**src/design/cursor_overlay_blend_unit_macros.svh**
```systemverilog
// Assertion macros for the cursor overlay blend unit.
// They expect clk and rst_n in the enclosing module.
`ifndef CURSOR_OVERLAY_BLEND_UNIT_MACROS_SVH
`define CURSOR_OVERLAY_BLEND_UNIT_MACROS_SVH

`ifndef ASSERT_OFF

`define COB_ASSERT(lbl, cond, msg) \
  lbl: assert property (@(posedge clk) disable iff (!rst_n) (cond)) else $error(msg);

`define COB_ASSERT_IMP(lbl, ante, cons, msg) \
  lbl: assert property (@(posedge clk) disable iff (!rst_n) (ante) |-> (cons)) \
    else $error(msg);

`define COB_ASSERT_NEXT(lbl, ante, cons, msg) \
  lbl: assert property (@(posedge clk) disable iff (!rst_n) (ante) |=> (cons)) \
    else $error(msg);

`else

`define COB_ASSERT(lbl, cond, msg)

`define COB_ASSERT_IMP(lbl, ante, cons, msg)

`define COB_ASSERT_NEXT(lbl, ante, cons, msg)

`endif

`endif

```
**src/design/cob_pkg.sv**
```systemverilog
`default_nettype none

package cob_pkg;

  localparam int REG_IDX_W = 3;
  localparam int PADDR_W   = 5;
  localparam int PDATA_W   = 32;

  localparam int POS_W = 13;
  localparam int DIM_W = 7;
  localparam int BG_W  = 24;
  localparam int TEX_W = 32;

  typedef enum logic [REG_IDX_W-1:0] {
    REG_LEFT   = 3'd0,
    REG_TOP    = 3'd1,
    REG_WIDTH  = 3'd2,
    REG_HEIGHT = 3'd3,
    REG_FORMAT = 3'd4,
    REG_KIND   = 3'd5
  } reg_idx_t;

  localparam logic OP_LOAD  = 1'b0;
  localparam logic OP_PIXEL = 1'b1;

  localparam logic FMT_BGR24  = 1'b0;
  localparam logic FMT_RGB555 = 1'b1;

  localparam logic KIND_ALPHA = 1'b0;
  localparam logic KIND_MASK  = 1'b1;

  localparam logic [7:0]      ALPHA_MAX   = 8'd255;
  localparam logic [BG_W-1:0] FULL_BGR24  = 24'hFF_FFFF;
  localparam logic [BG_W-1:0] FULL_RGB555 = 24'h00_FFFF;
  localparam logic [15:0]     RGB555_TOP  = 16'h8000;

  localparam logic [DIM_W-1:0] RESET_DIM = 7'd32;

  typedef struct packed {
    logic signed [POS_W-1:0] cur_left;
    logic signed [POS_W-1:0] cur_top;
    logic [DIM_W-1:0]        cur_width;
    logic [DIM_W-1:0]        cur_height;
    logic                    pix_fmt;
    logic                    cur_kind;
  } cob_cfg_t;

endpackage

`default_nettype wire

```
**src/design/cob_blend.sv**
```systemverilog
`default_nettype none

module cob_blend
  import cob_pkg::*;
(
  input  wire logic             clk,
  input  wire logic             rst_n,
  input  wire logic             en,
  input  wire cob_cfg_t         cfg,
  input  wire logic             in_vld,
  input  wire logic             in_cov,
  input  wire logic [TEX_W-1:0] texel,
  input  wire logic [BG_W-1:0]  bg,
  output      logic             res_vld,
  output      logic [BG_W-1:0]  res_pixel,
  output      logic             res_cov
);

  // stage 3: channel products and mask result
  logic            v3_r;
  logic            cov3_r;
  logic [BG_W-1:0] bg3_r;
  logic [BG_W-1:0] mask3_r;
  logic [15:0]     sum3_r  [3];
  logic [15:0]     sum_nxt [3];
  logic [BG_W-1:0] mask_nxt;

  // stage 4: output register
  logic            out_vld_r;
  logic            out_cov_r;
  logic [BG_W-1:0] out_pix_r;
  logic [BG_W-1:0] pix_nxt;

  always_comb begin
    logic [7:0]      a;
    logic [7:0]      c;
    logic [7:0]      b;
    logic [BG_W-1:0] full;
    a = texel[31:24];
    for (int i = 0; i < 3; i++) begin
      if (cfg.pix_fmt == FMT_RGB555) begin
        c = {3'b000, texel[8*i+3 +: 5]};
        b = {3'b000, bg[5*i +: 5]};
      end else begin
        c = texel[8*i +: 8];
        b = bg[8*i +: 8];
      end
      sum_nxt[i] = 16'(a * c) + 16'((ALPHA_MAX - a) * b);
    end
    full     = (cfg.pix_fmt == FMT_RGB555) ? FULL_RGB555 : FULL_BGR24;
    mask_nxt = ((bg & full & {BG_W{texel[0]}}) ^ {BG_W{texel[1]}}) & full;
  end

  always_ff @(posedge clk) begin
    if (!rst_n) begin
      v3_r <= 1'b0;
    end else if (en) begin
      v3_r <= in_vld;
    end
  end

  always_ff @(posedge clk) begin
    if (en) begin
      cov3_r  <= in_cov;
      bg3_r   <= bg;
      mask3_r <= mask_nxt;
      for (int i = 0; i < 3; i++) begin
        sum3_r[i] <= sum_nxt[i];
      end
    end
  end

  // floor(s/255) for s up to 255*255
  always_comb begin
    logic [16:0] t;
    logic [7:0]  q [3];
    for (int i = 0; i < 3; i++) begin
      t    = 17'(sum3_r[i]) + 17'd1 + 17'(sum3_r[i] >> 8);
      q[i] = t[15:8];
    end
    if (!cov3_r) begin
      pix_nxt = bg3_r;
    end else if (cfg.cur_kind == KIND_MASK) begin
      pix_nxt = mask3_r;
    end else if (cfg.pix_fmt == FMT_RGB555) begin
      pix_nxt = BG_W'(RGB555_TOP | {1'b0, q[2][4:0], q[1][4:0], q[0][4:0]});
    end else begin
      pix_nxt = {q[2], q[1], q[0]};
    end
  end

  always_ff @(posedge clk) begin
    if (!rst_n) begin
      out_vld_r <= 1'b0;
    end else if (en) begin
      out_vld_r <= v3_r;
    end
  end

  always_ff @(posedge clk) begin
    if (en) begin
      out_cov_r <= cov3_r;
      out_pix_r <= pix_nxt;
    end
  end

  assign res_vld   = out_vld_r;
  assign res_pixel = out_pix_r;
  assign res_cov   = out_cov_r;

endmodule

`default_nettype wire

```
**config.mk**
```make
export PLATFORM = sky130hd
export DESIGN_NAME = cob_blend
export DESIGN_NICKNAME = d
export VERILOG_FILES = /design/src/design/cursor_overlay_blend_unit_macros.svh /design/src/design/cob_pkg.sv /design/src/design/cob_blend.sv
export SDC_FILE = /design/constraint.sdc
export NUM_CORES = 1
export LEC_CHECK = 0
export BUFFER_PORTS_ARGS = -buffer_cell sky130_fd_sc_hd__buf_4
export CAP_MARGIN = 20
export CORE_UTILIZATION = 55
export CTS_CLUSTER_SIZE = 40
export DETAILED_ROUTE_END_ITERATION = 7
export GPL_TIMING_DRIVEN = 0
export PLACE_DENSITY = 0.74
export SKIP_CTS_REPAIR_TIMING = 1
export SLEW_MARGIN = 30
export SYNTH_ARGS = -nofsm -noshare
export SYNTH_HDL_FRONTEND = slang
export SYNTH_SLANG_ARGS = --single-unit
```
**constraint.sdc**
```tcl
create_clock -name clk -period 9.29 [get_ports clk]
set_input_delay 0.4645 -clock clk [delete_from_list [all_inputs] [get_ports clk]]
set_output_delay 0.4645 -clock clk [all_outputs]
set_load 0.03 [all_outputs]
```
==> impl_metrics.py <==
metrics = {
    "timing": {
        "worstMarginPinSlew_ns": 1.06,
        "maxClockFrequency_ghz": 0.126,
        "grt_setup_unrepaired": "false",
        "final.setup.tns_ns": 0,
        "final_number_of_setup_violating_endpoints": 0,
        "finalCritPeriodShare": 0.855,
        "layout_min_cycle_time_ns": 7.94,
        "hold_violations": 0,
        "final_max_slew_viol_count": 0,
        "timing.max_slew.rel_slack": 0.275,
        "clock_skew_ns": 0.00963,
    },
    "final_layout": {
        "seq_area_mm2": 0.00370,
        "finish.instance_area_mm2": 0.0205,
        "core_util_final": 0.613,
        "fill_cells": 2869,
        "finish.net_count": 2641,
        "post_route_cells_drive_above_1_share": 0.0848,
        "synthToLayoutAreaGrowth_pct": 9.48,
        "antenna_cells_inserted": 0,
        "multiInputGateArea_mm2": 0.0133,
    },
    "routing": {
        "vias": 13600,
        "post_detailed_route_drc_marker_count": 0,
        "drt-vias-per-instance": 5.44,
        "drt_pass1_iterations": 7,
        "antenna_left": 0,
        "detail_route.iter0.violations": 1045,
        "wl_um": 46800,
        "avgRoutedWirePerCell_um": 18.7,
    },
    "floorplan": {
        "fp-row-count": 67,
        "die_outline_area_mm2": 0.0349,
        "io_pins": 129,
        "vertical_die_dimension_um": 187,
        "start_util": 0.560,
        "floorplan.die.width_um": 187,
        "coreArea_mm2": 0.0335,
    },
    "global_routing": {
        "grt_first_pass_wirelength_um": 76700,
        "globalRouteTotalUtil": 0.286,
        "global_route.overflow_total": 0,
        "antenna_violations_before_repair": 0,
        "grt_start_max_net_pins": 67,
        "number_of_global_route_vias_before_repair": 14600,
    },
    "logic_synthesis": {
        "postSynthRegisterBits": 124,
        "yosysWarnings": 0,
        "ys_types": 64,
        "netlist_instances": 1939,
        "number_of_synthesized_flops_with_an_enable_pin": 122,
        "avgSynthCellArea_um2": 9.68,
        "most_instantiated_flip_flop_cell_in_the_synthesis_netlist": "edfxtp_1",
        "synth_async_sr_flop_share": 0,
        "mappedNetlistArea_mm2": 0.0188,
        "synth_seq_area_share": 0.197,
    },
    "clock_network": {
        "cts_buffers": 17,
        "clock_path_buffers": 2,
        "clock_tree.root_cell": "clkbuf_16",
        "clk-insertion-delay-late_ns": 0.43,
        "cts.sinks": 124,
        "clock_transition_time_at_the_flip_flop_clock_pins_of_the_worst_setup_and_hold_paths_ns": 0.06,
        "h-tree-depth": 4,
        "tritoncts_clock_tree": "done",
    },
    "worst_hold_path": {
        "hold_path_startpoint": "in_cov",
        "hold_path.class": "in2reg",
        "worstHoldPathCells": 1,
    },
    "placed_design": {
        "detailed_place_hpwl_um": 38200,
        "post_dp_cell_area_mm2": 0.0200,
        "port_buffers": 78,
        "gpl.final_weighted_congestion": 1.02,
    },
    "setup_path": {
        "crit_path_cell_trace": "clkbuf_1 > buf_1 > clkbuf_1 > nor2b_1 > and2_1 > fa_1 > inv_1 > fa_1 > fa_1 > inv_1 > fa_1 > fa_1 > inv_1 > fa_1 > inv_1 > ha_1 > a21o_1 > a21oi_1 > nor2b_1 > a311oi_1 > o41ai_1 > a21o_1 > xnor2_1",
        "cp_capture_type": "flip-flop",
        "reg2regPathDepth": 8,
        "worstPathMaxFanout": 10,
        "critical_path_class": "in2reg",
        "cpMostUsedCell": "fa_1",
        "path_depth": 23,
        "worstPathBufferInverterCount": 7,
        "critPathArrivalTime_ns": 8.10,
        "max_stage_delay_ns": 0.70,
        "critical_path.reg2reg.startpoint": "sum3_r[0][26]",
        "critPathLaunch": "cfg[1]",
        "critical_path.startpoint_type": "primary input",
        "worst_path_max_delay_cell": "buf_1",
        "cp_top_family": "adder cells",
        "required_time_of_the_critical_path_ns": 9.45,
    },
    "power_and_ir_drop": {
        "power.share.sequential": 0.164,
        "switching_power_mw": 3.32,
        "combPwrFrac": 0.739,
        "clockPowerShare": 0.096,
        "p_sw_frac": 0.485,
        "power.density_mw_per_mm2": 333,
        "worst_ir_drop_vdd_v": 0.000428,
        "total_leakage_power_nw": 10.0,
        "internal_power_mw": 3.52,
    },
    "outcome": {
        "outcome": "finished, final reports clean",
    },
    "flow_run": {
        "cap_viol_max_count": 0,
    },
}
layer usage:
metal  track usage  part of all wire  vias to the layer above
li1              -                 -                     6203
met5             0                 0                        -
met1         0.364              0.41                     6739
met2         0.476              0.48                      520
met4         0.151             0.052                        0
met3        0.0399             0.063                      134
area by class of cell:
class	instances	area share
timing repair buffer	79	0.0302
buffer	69	0.0127
clock inverter	14	0.00786
multi-input combinational	1335	0.645
inverter	413	0.0754
clock buffer	18	0.0209
tap	448	0.0273
sequential	124	0.180
through the flow:
step | setup slack [ns] | hold slack [ns] | cells | power (mW)
after global routing | 1.16 | 0.204 | 2500 | 7.53
after global placement | 1.33 | 0.498 | 2467 | 5.92
after floorplan | 2.90 | 0.482 | 1941 | 4.80
after CTS | 1.62 | 0.202 | 2500 | 6.78
after detailed placement | 1.19 | 0.509 | 2468 | 6.09
final | 1.35 | 0.217 | 2500 | 6.84
synthesized netlist by cell type (all sizes together), types with 3 or more instances:
cell type  count  share of area
a211oi         4         0.0019
xnor2         60          0.028
o21a           8         0.0032
or2           43          0.014
o22ai          3         0.0010
a21o           6         0.0024
a22oi          5         0.0020
o21ai         27         0.0072
mux2i         15         0.0080
fa           287           0.31
nand2b        34          0.011
clkbuf        64          0.013
a21oi         39          0.011
o221ai         5         0.0023
and2          98          0.033
inv          413          0.083
o211ai         6         0.0027
nand3         18         0.0048
ha           212           0.14
edfxtp       122           0.20
nor3          11         0.0029
nand2        141          0.028
buf            5         0.0011
nor2         158          0.032
nor2b         58          0.019
mux2          15         0.0092
xor2          29          0.014
nand4          5         0.0017
a31oi          6         0.0020
o41ai          4         0.0019
or3            6         0.0020
cells in the final DEF, fill, tap and decap left out, types with 60 or more instances in the layout:
cell type | synthesis | final
and2_1 | 98 | 98
buf_4 | 0 | 77
clkbuf_1 | 64 | 65
edfxtp_1 | 122 | 122
fa_1 | 287 | 287
ha_1 | 212 | 212
inv_1 | 413 | 413
nand2_1 | 141 | 141
nor2_1 | 158 | 158
xnor2_1 | 60 | 60
power by group through the flow:
stage               clock, mW  sequential (mW)  combinational, mW
finish                  0.658             1.12               5.05
global route            0.683             1.14               5.71
CTS                     0.661             1.12               4.99
detailed placement          0             1.13               4.96
global placement            0             1.13               4.80
floorplan                   0             1.12               3.68
flip-flops by register name (all words and copies together) (netlist names):
signal     count
mask3_r       24
res_pixel     24
res_cov        1
bg3_r         24
sum3_r        48
cov3_r         1
v3_r           1
res_vld        1
worst reg2reg max path: cells and delay by family (launching register included):
family / cells / cell delay [ns]
fa+ha+maj: 1 / 0.33
mux: 1 / 0.25
xor+xnor: 1 / 0.38
compound gates: 4 / 0.90
flops: 1 / 0.47
simple gates: 1 / 0.09
logic make-up (layout without fill, tap and decap cells):
kind of cell,Yosys count,in the layout,synth area share
XOR/XNOR,89,89,0.0415
buffers and inverters,482,593,0.0965
adder cells (fa/ha/maj),499,499,0.447
AO/OA/AOI/OAI,133,133,0.0473
other,1,3,0.000200
AND/OR/NAND/NOR,581,581,0.152
multiplexers,30,30,0.0172
flip-flops,124,124,0.197
final timing paths:
check | end | slack [ns]
max | sum3_r[0][47] | 1.35
min | cov3_r | 0.22
max reg2reg | res_pixel[10] | 6.62
min reg2reg | v3_r | 0.51
(Power assumes the default switching activity.)
