--- src/design/cursor_overlay_blend_unit_macros.svh ---
// Assertion macros for the cursor overlay blend unit.
// They expect clk and rst_n in the enclosing module.
`ifndef CURSOR_OVERLAY_BLEND_UNIT_MACROS_SVH
`define CURSOR_OVERLAY_BLEND_UNIT_MACROS_SVH

`ifndef ASSERT_OFF

`define COB_ASSERT(lbl, cond, msg) \
  lbl: assert property (@(posedge clk) disable iff (!rst_n) (cond)) else $error(msg);

`define COB_ASSERT_IMP(lbl, ante, cons, msg) \
  lbl: assert property (@(posedge clk) disable iff (!rst_n) (ante) |-> (cons)) \
    else $error(msg);

`define COB_ASSERT_NEXT(lbl, ante, cons, msg) \
  lbl: assert property (@(posedge clk) disable iff (!rst_n) (ante) |=> (cons)) \
    else $error(msg);

`else

`define COB_ASSERT(lbl, cond, msg)

`define COB_ASSERT_IMP(lbl, ante, cons, msg)

`define COB_ASSERT_NEXT(lbl, ante, cons, msg)

`endif

`endif

--- src/design/cob_pkg.sv ---
`default_nettype none

package cob_pkg;

  localparam int REG_IDX_W = 3;
  localparam int PADDR_W   = 5;
  localparam int PDATA_W   = 32;

  localparam int POS_W = 13;
  localparam int DIM_W = 7;
  localparam int BG_W  = 24;
  localparam int TEX_W = 32;

  typedef enum logic [REG_IDX_W-1:0] {
    REG_LEFT   = 3'd0,
    REG_TOP    = 3'd1,
    REG_WIDTH  = 3'd2,
    REG_HEIGHT = 3'd3,
    REG_FORMAT = 3'd4,
    REG_KIND   = 3'd5
  } reg_idx_t;

  localparam logic OP_LOAD  = 1'b0;
  localparam logic OP_PIXEL = 1'b1;

  localparam logic FMT_BGR24  = 1'b0;
  localparam logic FMT_RGB555 = 1'b1;

  localparam logic KIND_ALPHA = 1'b0;
  localparam logic KIND_MASK  = 1'b1;

  localparam logic [7:0]      ALPHA_MAX   = 8'd255;
  localparam logic [BG_W-1:0] FULL_BGR24  = 24'hFF_FFFF;
  localparam logic [BG_W-1:0] FULL_RGB555 = 24'h00_FFFF;
  localparam logic [15:0]     RGB555_TOP  = 16'h8000;

  localparam logic [DIM_W-1:0] RESET_DIM = 7'd32;

  typedef struct packed {
    logic signed [POS_W-1:0] cur_left;
    logic signed [POS_W-1:0] cur_top;
    logic [DIM_W-1:0]        cur_width;
    logic [DIM_W-1:0]        cur_height;
    logic                    pix_fmt;
    logic                    cur_kind;
  } cob_cfg_t;

endpackage

`default_nettype wire

--- src/design/cob_cfg.sv ---
`default_nettype none

module cob_cfg
  import cob_pkg::*;
(
  input  wire logic               clk,
  input  wire logic               rst_n,
  input  wire logic               psel,
  input  wire logic               penable,
  input  wire logic               pwrite,
  input  wire logic [PADDR_W-1:0] paddr,
  input  wire logic [PDATA_W-1:0] pwdata,
  output      logic [PDATA_W-1:0] prdata,
  output      logic               pready,
  output      cob_cfg_t           cfg
);

  cob_cfg_t cfg_r;
  cob_cfg_t cfg_nxt;
  logic     wr_en;
  reg_idx_t idx;

  assign pready = 1'b1;
  assign wr_en  = psel && penable && pwrite && pready;
  assign idx    = reg_idx_t'(paddr[PADDR_W-1:2]);

  always_comb begin
    cfg_nxt = cfg_r;
    if (wr_en) begin
      case (idx)
        REG_LEFT:   cfg_nxt.cur_left   = signed'(pwdata[POS_W-1:0]);
        REG_TOP:    cfg_nxt.cur_top    = signed'(pwdata[POS_W-1:0]);
        REG_WIDTH:  cfg_nxt.cur_width  = pwdata[DIM_W-1:0];
        REG_HEIGHT: cfg_nxt.cur_height = pwdata[DIM_W-1:0];
        REG_FORMAT: cfg_nxt.pix_fmt    = pwdata[0];
        REG_KIND:   cfg_nxt.cur_kind   = pwdata[0];
        default:    cfg_nxt = cfg_r;
      endcase
    end
  end

  always_ff @(posedge clk) begin
    if (!rst_n) begin
      cfg_r.cur_left   <= '0;
      cfg_r.cur_top    <= '0;
      cfg_r.cur_width  <= RESET_DIM;
      cfg_r.cur_height <= RESET_DIM;
      cfg_r.pix_fmt    <= FMT_BGR24;
      cfg_r.cur_kind   <= KIND_ALPHA;
    end else begin
      cfg_r <= cfg_nxt;
    end
  end

  always_comb begin
    prdata = '0;
    case (idx)
      REG_LEFT:   prdata = PDATA_W'(unsigned'(cfg_r.cur_left));
      REG_TOP:    prdata = PDATA_W'(unsigned'(cfg_r.cur_top));
      REG_WIDTH:  prdata = PDATA_W'(cfg_r.cur_width);
      REG_HEIGHT: prdata = PDATA_W'(cfg_r.cur_height);
      REG_FORMAT: prdata = PDATA_W'(cfg_r.pix_fmt);
      REG_KIND:   prdata = PDATA_W'(cfg_r.cur_kind);
      default:    prdata = '0;
    endcase
  end

  assign cfg = cfg_r;

endmodule

`default_nettype wire

--- config.mk ---
export PLATFORM = sky130hd
export DESIGN_NAME = cob_cfg
export DESIGN_NICKNAME = d
export VERILOG_FILES = /design/src/design/cursor_overlay_blend_unit_macros.svh /design/src/design/cob_pkg.sv /design/src/design/cob_cfg.sv
export SDC_FILE = /design/constraint.sdc
export NUM_CORES = 1
export LEC_CHECK = 0
export BUFFER_PORTS_ARGS = -buffer_cell sky130_fd_sc_hd__buf_2
export CAP_MARGIN = 20
export CORE_MARGIN = 2
export CORE_UTILIZATION = 30
export DETAILED_ROUTE_END_ITERATION = 7
export SLEW_MARGIN = 20
export SYNTH_ARGS = -nofsm -noshare
export SYNTH_HDL_FRONTEND = slang
export SYNTH_SLANG_ARGS = --single-unit
--- constraint.sdc ---
create_clock -name clk -period 3.7 [get_ports clk]
set_input_delay 0.555 -clock clk [delete_from_list [all_inputs] [get_ports clk]]
set_output_delay 0.555 -clock clk [all_outputs]
set_load 0.01 [all_outputs]
==> results of run 1 <==
-- layout make-up --
type,count,share of cell area
clock buffer,7,0.03387
clock inverter,1,0.001964
tap,96,0.04713
multi-input combinational,159,0.4340
timing repair buffer,77,0.1532
sequential,42,0.3299
-- metrics by stage --
step	util	hold WS (ns)
after floorplan	-	0.4881
final	0.3751	0.4683
after CTS	0.3751	0.4732
after global placement	0.3617	0.4562
after global routing	0.3751	0.4891
after detailed placement	0.3617	0.4612
-- worst min path at each step --
stage                          to  cells after the start
after detailed placement  cfg[28]                      2
after global routing      cfg[25]                      2
final                     cfg[19]                      2
after floorplan           cfg[17]                      2
after global placement    cfg[17]                      2
after CTS                 cfg[28]                      2
-- kinds of logic after synthesis --
group	Yosys count	synth area share
other cells	2	0.003554
simple gates	79	0.1717
compound gates	6	0.02251
mux	54	0.2913
buf+inv	36	0.1131
flops	42	0.3979
-- synth_stat cells, types with 2 or more instances --
library cell and number:
nor2b_1 9, mux4_2 6, buf_4 22, buf_6 2, mux2i_1 48, nand2_1 53
buf_2 5, dfxtp_1 42, nor2_1 7, conb_1 2, nor2_2 2, clkbuf_1 7
-- layer usage --
layer / track usage / wire (um) / vias up
li1: - / - / 825
met4: 0.03776 / 40 / 0
met2: 0.2142 / 2443 / 59
met5: 0 / 0 / -
met1: 0.1811 / 2345 / 803
met3: 0.03676 / 318 / 6
-- cells in the final DEF, fill, tap and decap left out, drive strengths merged, types with 6 or more instances in the layout --
| master | Yosys | routed |
|---|---|---|
| buf | 29 | 77 |
| nand2 | 53 | 53 |
| mux2i | 48 | 48 |
| dfxtp | 42 | 42 |
| conb | 2 | 20 |
| nor2b | 9 | 9 |
| nor2 | 9 | 9 |
| clkbuf | 7 | 7 |
| mux4 | 6 | 6 |
-- where the power goes --
| part | leakage, nW | internal (mW) | switching (mW) | total [mW] |
|---|---|---|---|---|
| sequential | 0.339 | 0.455 | 0.00232 | 0.457 |
| clock | 0.0482 | 0.151 | 0.155 | 0.306 |
| combinational | 0.843 | 0.0257 | 0.0507 | 0.0765 |
-- worst max-delay path, stage by stage --
cell and delay, ns:
buf_2 0.35, mux4_2 0.56, nor2b_1 0.14, buf_2 0.15
==> out/metrics.csv, run 1 <==
stage,metric,value,unit
run_status,status,completed,
logic_synthesis,syn_inst,219,
timing,relSlewSlack,0.3889,
worst_setup_path,rr_worst_depth,2,
logic_synthesis,syn_area_per_cell,9.650,sq um
cts,cts-root-buf,clkbuf_8,
global_route,grt_max_degree,42,
placed_design,numPortBuffers,75,
finish,final_cells,382,
timing,post-route-min-period,2.319,ns
global_route,overflow,0,
cts,clkSinkCount,42,
worst_setup_path,cp_max_fo,16,
finish,largest_reg_flops,42,
power,powerDensity,329.4,nW/um^2
timing,fin_skew,0,ns
die,die_area,7732,sq um
worst_hold_path,hold_start,cfg[19],
routing,drt_iter0_markers,39,
finish,n_antenna_cell,0,
placed_design,place_congestion,0.6594,
die,fp-row-count,30,
worst_setup_path,ff2ff_setup_slack,3.03,ns
cts,postCtsSetupBuffers,0,
logic_synthesis,synth_edf_count,0,
routing,routed_wl,5149,um
worst_setup_path,crit_type,in2out,
global_route,antenna_found_initial,0,
job,maxCapViolations,0,
die,die_w,87.93,um
finish,fill_cells,717,
routing,ant_nets,0,
logic_synthesis,ys_seq_elements,42,
routing,num_vias,1693,
worst_setup_path,reg2reg_from,cfg[1],
cts,clk_pin_slew,0.08,ns
cts,ctsResizeCount,0,
logic_synthesis,syn_area,2113,sq um
worst_setup_path,arrival,1.76,ns
cts,cts_hold_repair.buffers,0,
worst_hold_path,hold_class,reg2reg,
cts,h-tree-depth,2,
timing,drv_slew,0,
global_route,grt_pass1_vias,1484,
finish,drive_above_1_share,0.3322,
worst_setup_path,timing.rr.end,cfg[1],
timing,fin_crit_sh,0.6269,
die,start_util,0.3110,
placed_design,place_area,2457,sq um
logic_synthesis,ys_async_sr_fraction,0,
timing,fmax,431.1,MHz
die,core_area,6794,sq um
power,vdd_drop_max,0.1315,mV
cts,clock_latency,0.29,ns
global_route,grt_pass1_wl,7852,um
worst_setup_path,critPathRequiredTime,3.14,ns
timing,tns,0,ns
finish,area.growth.synth_to_final,20.60,%
logic_synthesis,synth_top_area_share,0.3979,
finish,multi_input_area,1106,sq um
finish,final_cell_area,2549,sq um
logic_synthesis,synth_seq_area_share,0.3979,
worst_setup_path,crit_start,paddr[3],
routing,remaining_drc_errors,0,
worst_setup_path,cp-start-kind,input port,
routing,wire_per_inst,13.48,um
routing,first_pass_iters,4,
die,pin_count,117,
timing,rsz0062_at_grt,false,
logic_synthesis,yosys.area.top_type,dfxtp_1,
timing,layout_setup_ws,1.381,ns
cts,cts_buffers,5,
placed_design,hpwl,3607,um
cts,ctsLongestPathBuffers,2,
timing,worst_pin_slew,0.9166,ns
worst_setup_path,end_kind,primary output,
power,p_leak,1.230,nW
logic_synthesis,ys.flop_type,dfxtp_1,
logic_synthesis,yosys-top-cells-area,"dfxtp_1, mux2i_1, nand2_1",
power,totalPowerFinal,839.6,uW
global_route,gr-usage-all-layers,0.1351,
placed_design,pre_cts_slack,1.343,ns
routing,via_per_inst,4.432,
finish,seqCellArea,840.8,sq um
finish,nets,327,
placed_design,place_inst,374,
timing,finalHoldViolCount,0,
worst_setup_path,crit_path_end,prdata[6],
logic_synthesis,ys_warn_count,0,
cts,cts_tree,yes,
die,die_h,87.93,um
timing,final-setup-viol-count,0,
logic_synthesis,synthDistinctLibCells,26,
Power figures use the tool's default switching activity.
==> run 2: changes to the inputs <==
clock period = 2.35 ns   (was 3.7 ns; I/O delays follow)
==> run 2 against run 1 <==
Net effect:
- clock power rose by 55%
- total power is 57% higher
- highest routed layer unchanged
- clock-buffer cell count unchanged
- flip-flop and latch count is the same
- critical path depth did not move
- sequential share of layout area down 0.48 points
- sequential power grew 58%
- die area did not move
- clock skew stayed put
- cell count grew 1.3%
- utilization up 0.55 points
- global-route usage is 0.076 points lower
==> out/metrics.csv, run 2 (synthesis results as in run 1) <==
stage,metric,value,unit,change
power,switchingPower,321.3,uW,+54%
cts,cts-root-buf,clkbuf_8,,
placed_design,hpwl,3705,um,+2.7%
worst_setup_path,critPathRequiredTime,2.00,ns,-1.14 ns
worst_setup_path,ff2ff_setup_slack,1.67,ns,-1.36 ns
worst_setup_path,crit_start,paddr[3],,
worst_setup_path,crit_path_end,prdata[6],,
finish,nets,332,,+1.5%
worst_setup_path,rr_worst_depth,2,,unchanged
timing,finalHoldViolCount,0,,unchanged
die,core_area,6794,sq um,unchanged
die,fp-row-count,30,,unchanged
power,vdd_drop_max,0.1893,mV,+44%
placed_design,place_congestion,0.6903,,+4.7%
power,p_seq_frac,0.546,,about the same
timing,fin_crit_sh,0.8144,,
cts,cts_hold_repair.buffers,0,,unchanged
worst_setup_path,end_kind,primary output,,
cts,ctsLongestPathBuffers,2,,unchanged
routing,via_per_inst,4.362,,-1.6%
die,pin_count,117,,unchanged
die,die_h,87.93,um,unchanged
cts,cts_buffers,5,,unchanged
finish,mostFrequentLayoutCell,buf_2,,
routing,remaining_drc_errors,0,,unchanged
power,power_frac_comb,0.094,,+0.003
global_route,grt_pass1_vias,1575,,+6.1%
timing,tns,0,ns,unchanged
timing,rsz0062_at_grt,false,,
worst_setup_path,cp-start-kind,input port,,
worst_setup_path,crit_type,in2out,,
routing,routed_wl,5119,um,-0.58%
finish,layout_common_cells,"buf_2, nand2_1, mux2i_1, dfxtp_1, conb_1",,
placed_design,place_area,2495,sq um,+1.5%
cts,ctsResizeCount,0,,unchanged
placed_design,numPortBuffers,75,,unchanged
timing,post-route-min-period,1.914,ns,
timing,fin_skew,0,ns,unchanged
finish,drive_above_1_share,0.3436,,+0.01147
finish,largest_reg_flops,42,,unchanged
power,clock_power_share,0.360,,-0.004
finish,final_cell_area,2586,sq um,+1.5%
die,start_util,0.3110,,unchanged
run_status,status,completed,,
worst_setup_path,cp_max_fo,16,,unchanged
worst_setup_path,timing.rr.end,cfg[1],,
routing,drt_iter0_markers,51,,+31%
routing,wire_per_inst,13.23,um,-1.9%
finish,final_util,0.3807,,+0.005525
power,p_int,996.5,uW,+58%
cts,clk_pin_slew,0.08,ns,about the same
routing,ant_nets,0,,unchanged
global_route,gr-usage-all-layers,0.1343,,-0.0007556
routing,first_pass_iters,4,,unchanged
timing,layout_setup_ws,0.4362,ns,-0.9443 ns
die,die_area,7732,sq um,unchanged
power,powerDensity,509.5,nW/um^2,+55%
worst_setup_path,arrival,1.56,ns,-0.20 ns
worst_hold_path,hold_class,in2reg,,
power,p_leak,1.255,nW,+2.0%
global_route,antenna_found_initial,0,,unchanged
global_route,grt_max_degree,24,,-43%
job,maxCapViolations,0,,unchanged
routing,num_vias,1688,,-0.30%
die,die_w,87.93,um,unchanged
cts,cts_tree,yes,,
worst_setup_path,reg2reg_from,cfg[1],,
cts,clkSinkCount,42,,unchanged
finish,area.growth.synth_to_final,22.38,%,
timing,fmax,522.5,MHz,
timing,fin_hold_ws,0.3332,ns,-0.1351 ns
placed_design,place_inst,379,,+1.3%
power,totalPowerFinal,1.318,mW,+57%
timing,worst_pin_slew,0.5541,ns,-0.3625 ns
power,swShare,0.2438,,-0.004235
timing,drv_slew,0,,unchanged
timing,final-setup-viol-count,0,,unchanged
timing,relSlewSlack,0.6306,,+0.2417
placed_design,pre_cts_slack,0.4148,ns,-0.9285 ns
finish,n_antenna_cell,0,,unchanged
cts,postCtsSetupBuffers,0,,unchanged
finish,final_cells,387,,+1.3%
cts,clock_latency,0.29,ns,about the same
cts,h-tree-depth,2,,unchanged
global_route,grt_pass1_wl,7907,um,+0.70%
global_route,overflow,0,,unchanged
## run 2: how the worst min path moves through the flow
stage	slack, ns	to	start	depth (start not counted)
final	0.33	cfg[36]	pwdata[7]	3
after global placement	0.45	cfg[15]	cfg[15]	2
after global routing	0.33	cfg[36]	pwdata[7]	3
after floorplan	0.49	cfg[17]	cfg[17]	2
after detailed placement	0.46	cfg[18]	cfg[18]	2
after CTS	0.32	cfg[37]	pwdata[8]	3
## run 2: area by class of cell
type                       instances  area (sq um)
tap                               96         120.1
timing repair buffer              82         427.9
clock buffer                       7         86.33
fill                             711          4208
clock inverter                     1         5.005
sequential                        42         840.8
multi-input combinational        159          1106
## run 2: worst max-delay path: stages
cell and delay, ns:
buf_2 0.36, mux4_2 0.57, nor2b_1 0.14, buf_2 0.14
## run 2: per-layer routing
| metal | global-route usage | routed length [um] | up-vias |
|---|---|---|---|
| met5 | 0 | 0 | - |
| met4 | 0.03776 | 59 | 0 |
| met3 | 0.03582 | 303 | 6 |
| met2 | 0.2107 | 2356 | 59 |
| li1 | - | - | 837 |
| met1 | 0.1823 | 2399 | 786 |
## run 2: power groups by stage
stage                     Sequential, mW  Combinational [mW]  Clock (mW)
after floorplan                    0.739               0.104           0
after global placement             0.737               0.124           0
after detailed placement           0.737               0.126           0
after CTS                          0.720               0.126       0.503
after global routing               0.721               0.138       0.524
final                              0.720               0.124       0.474
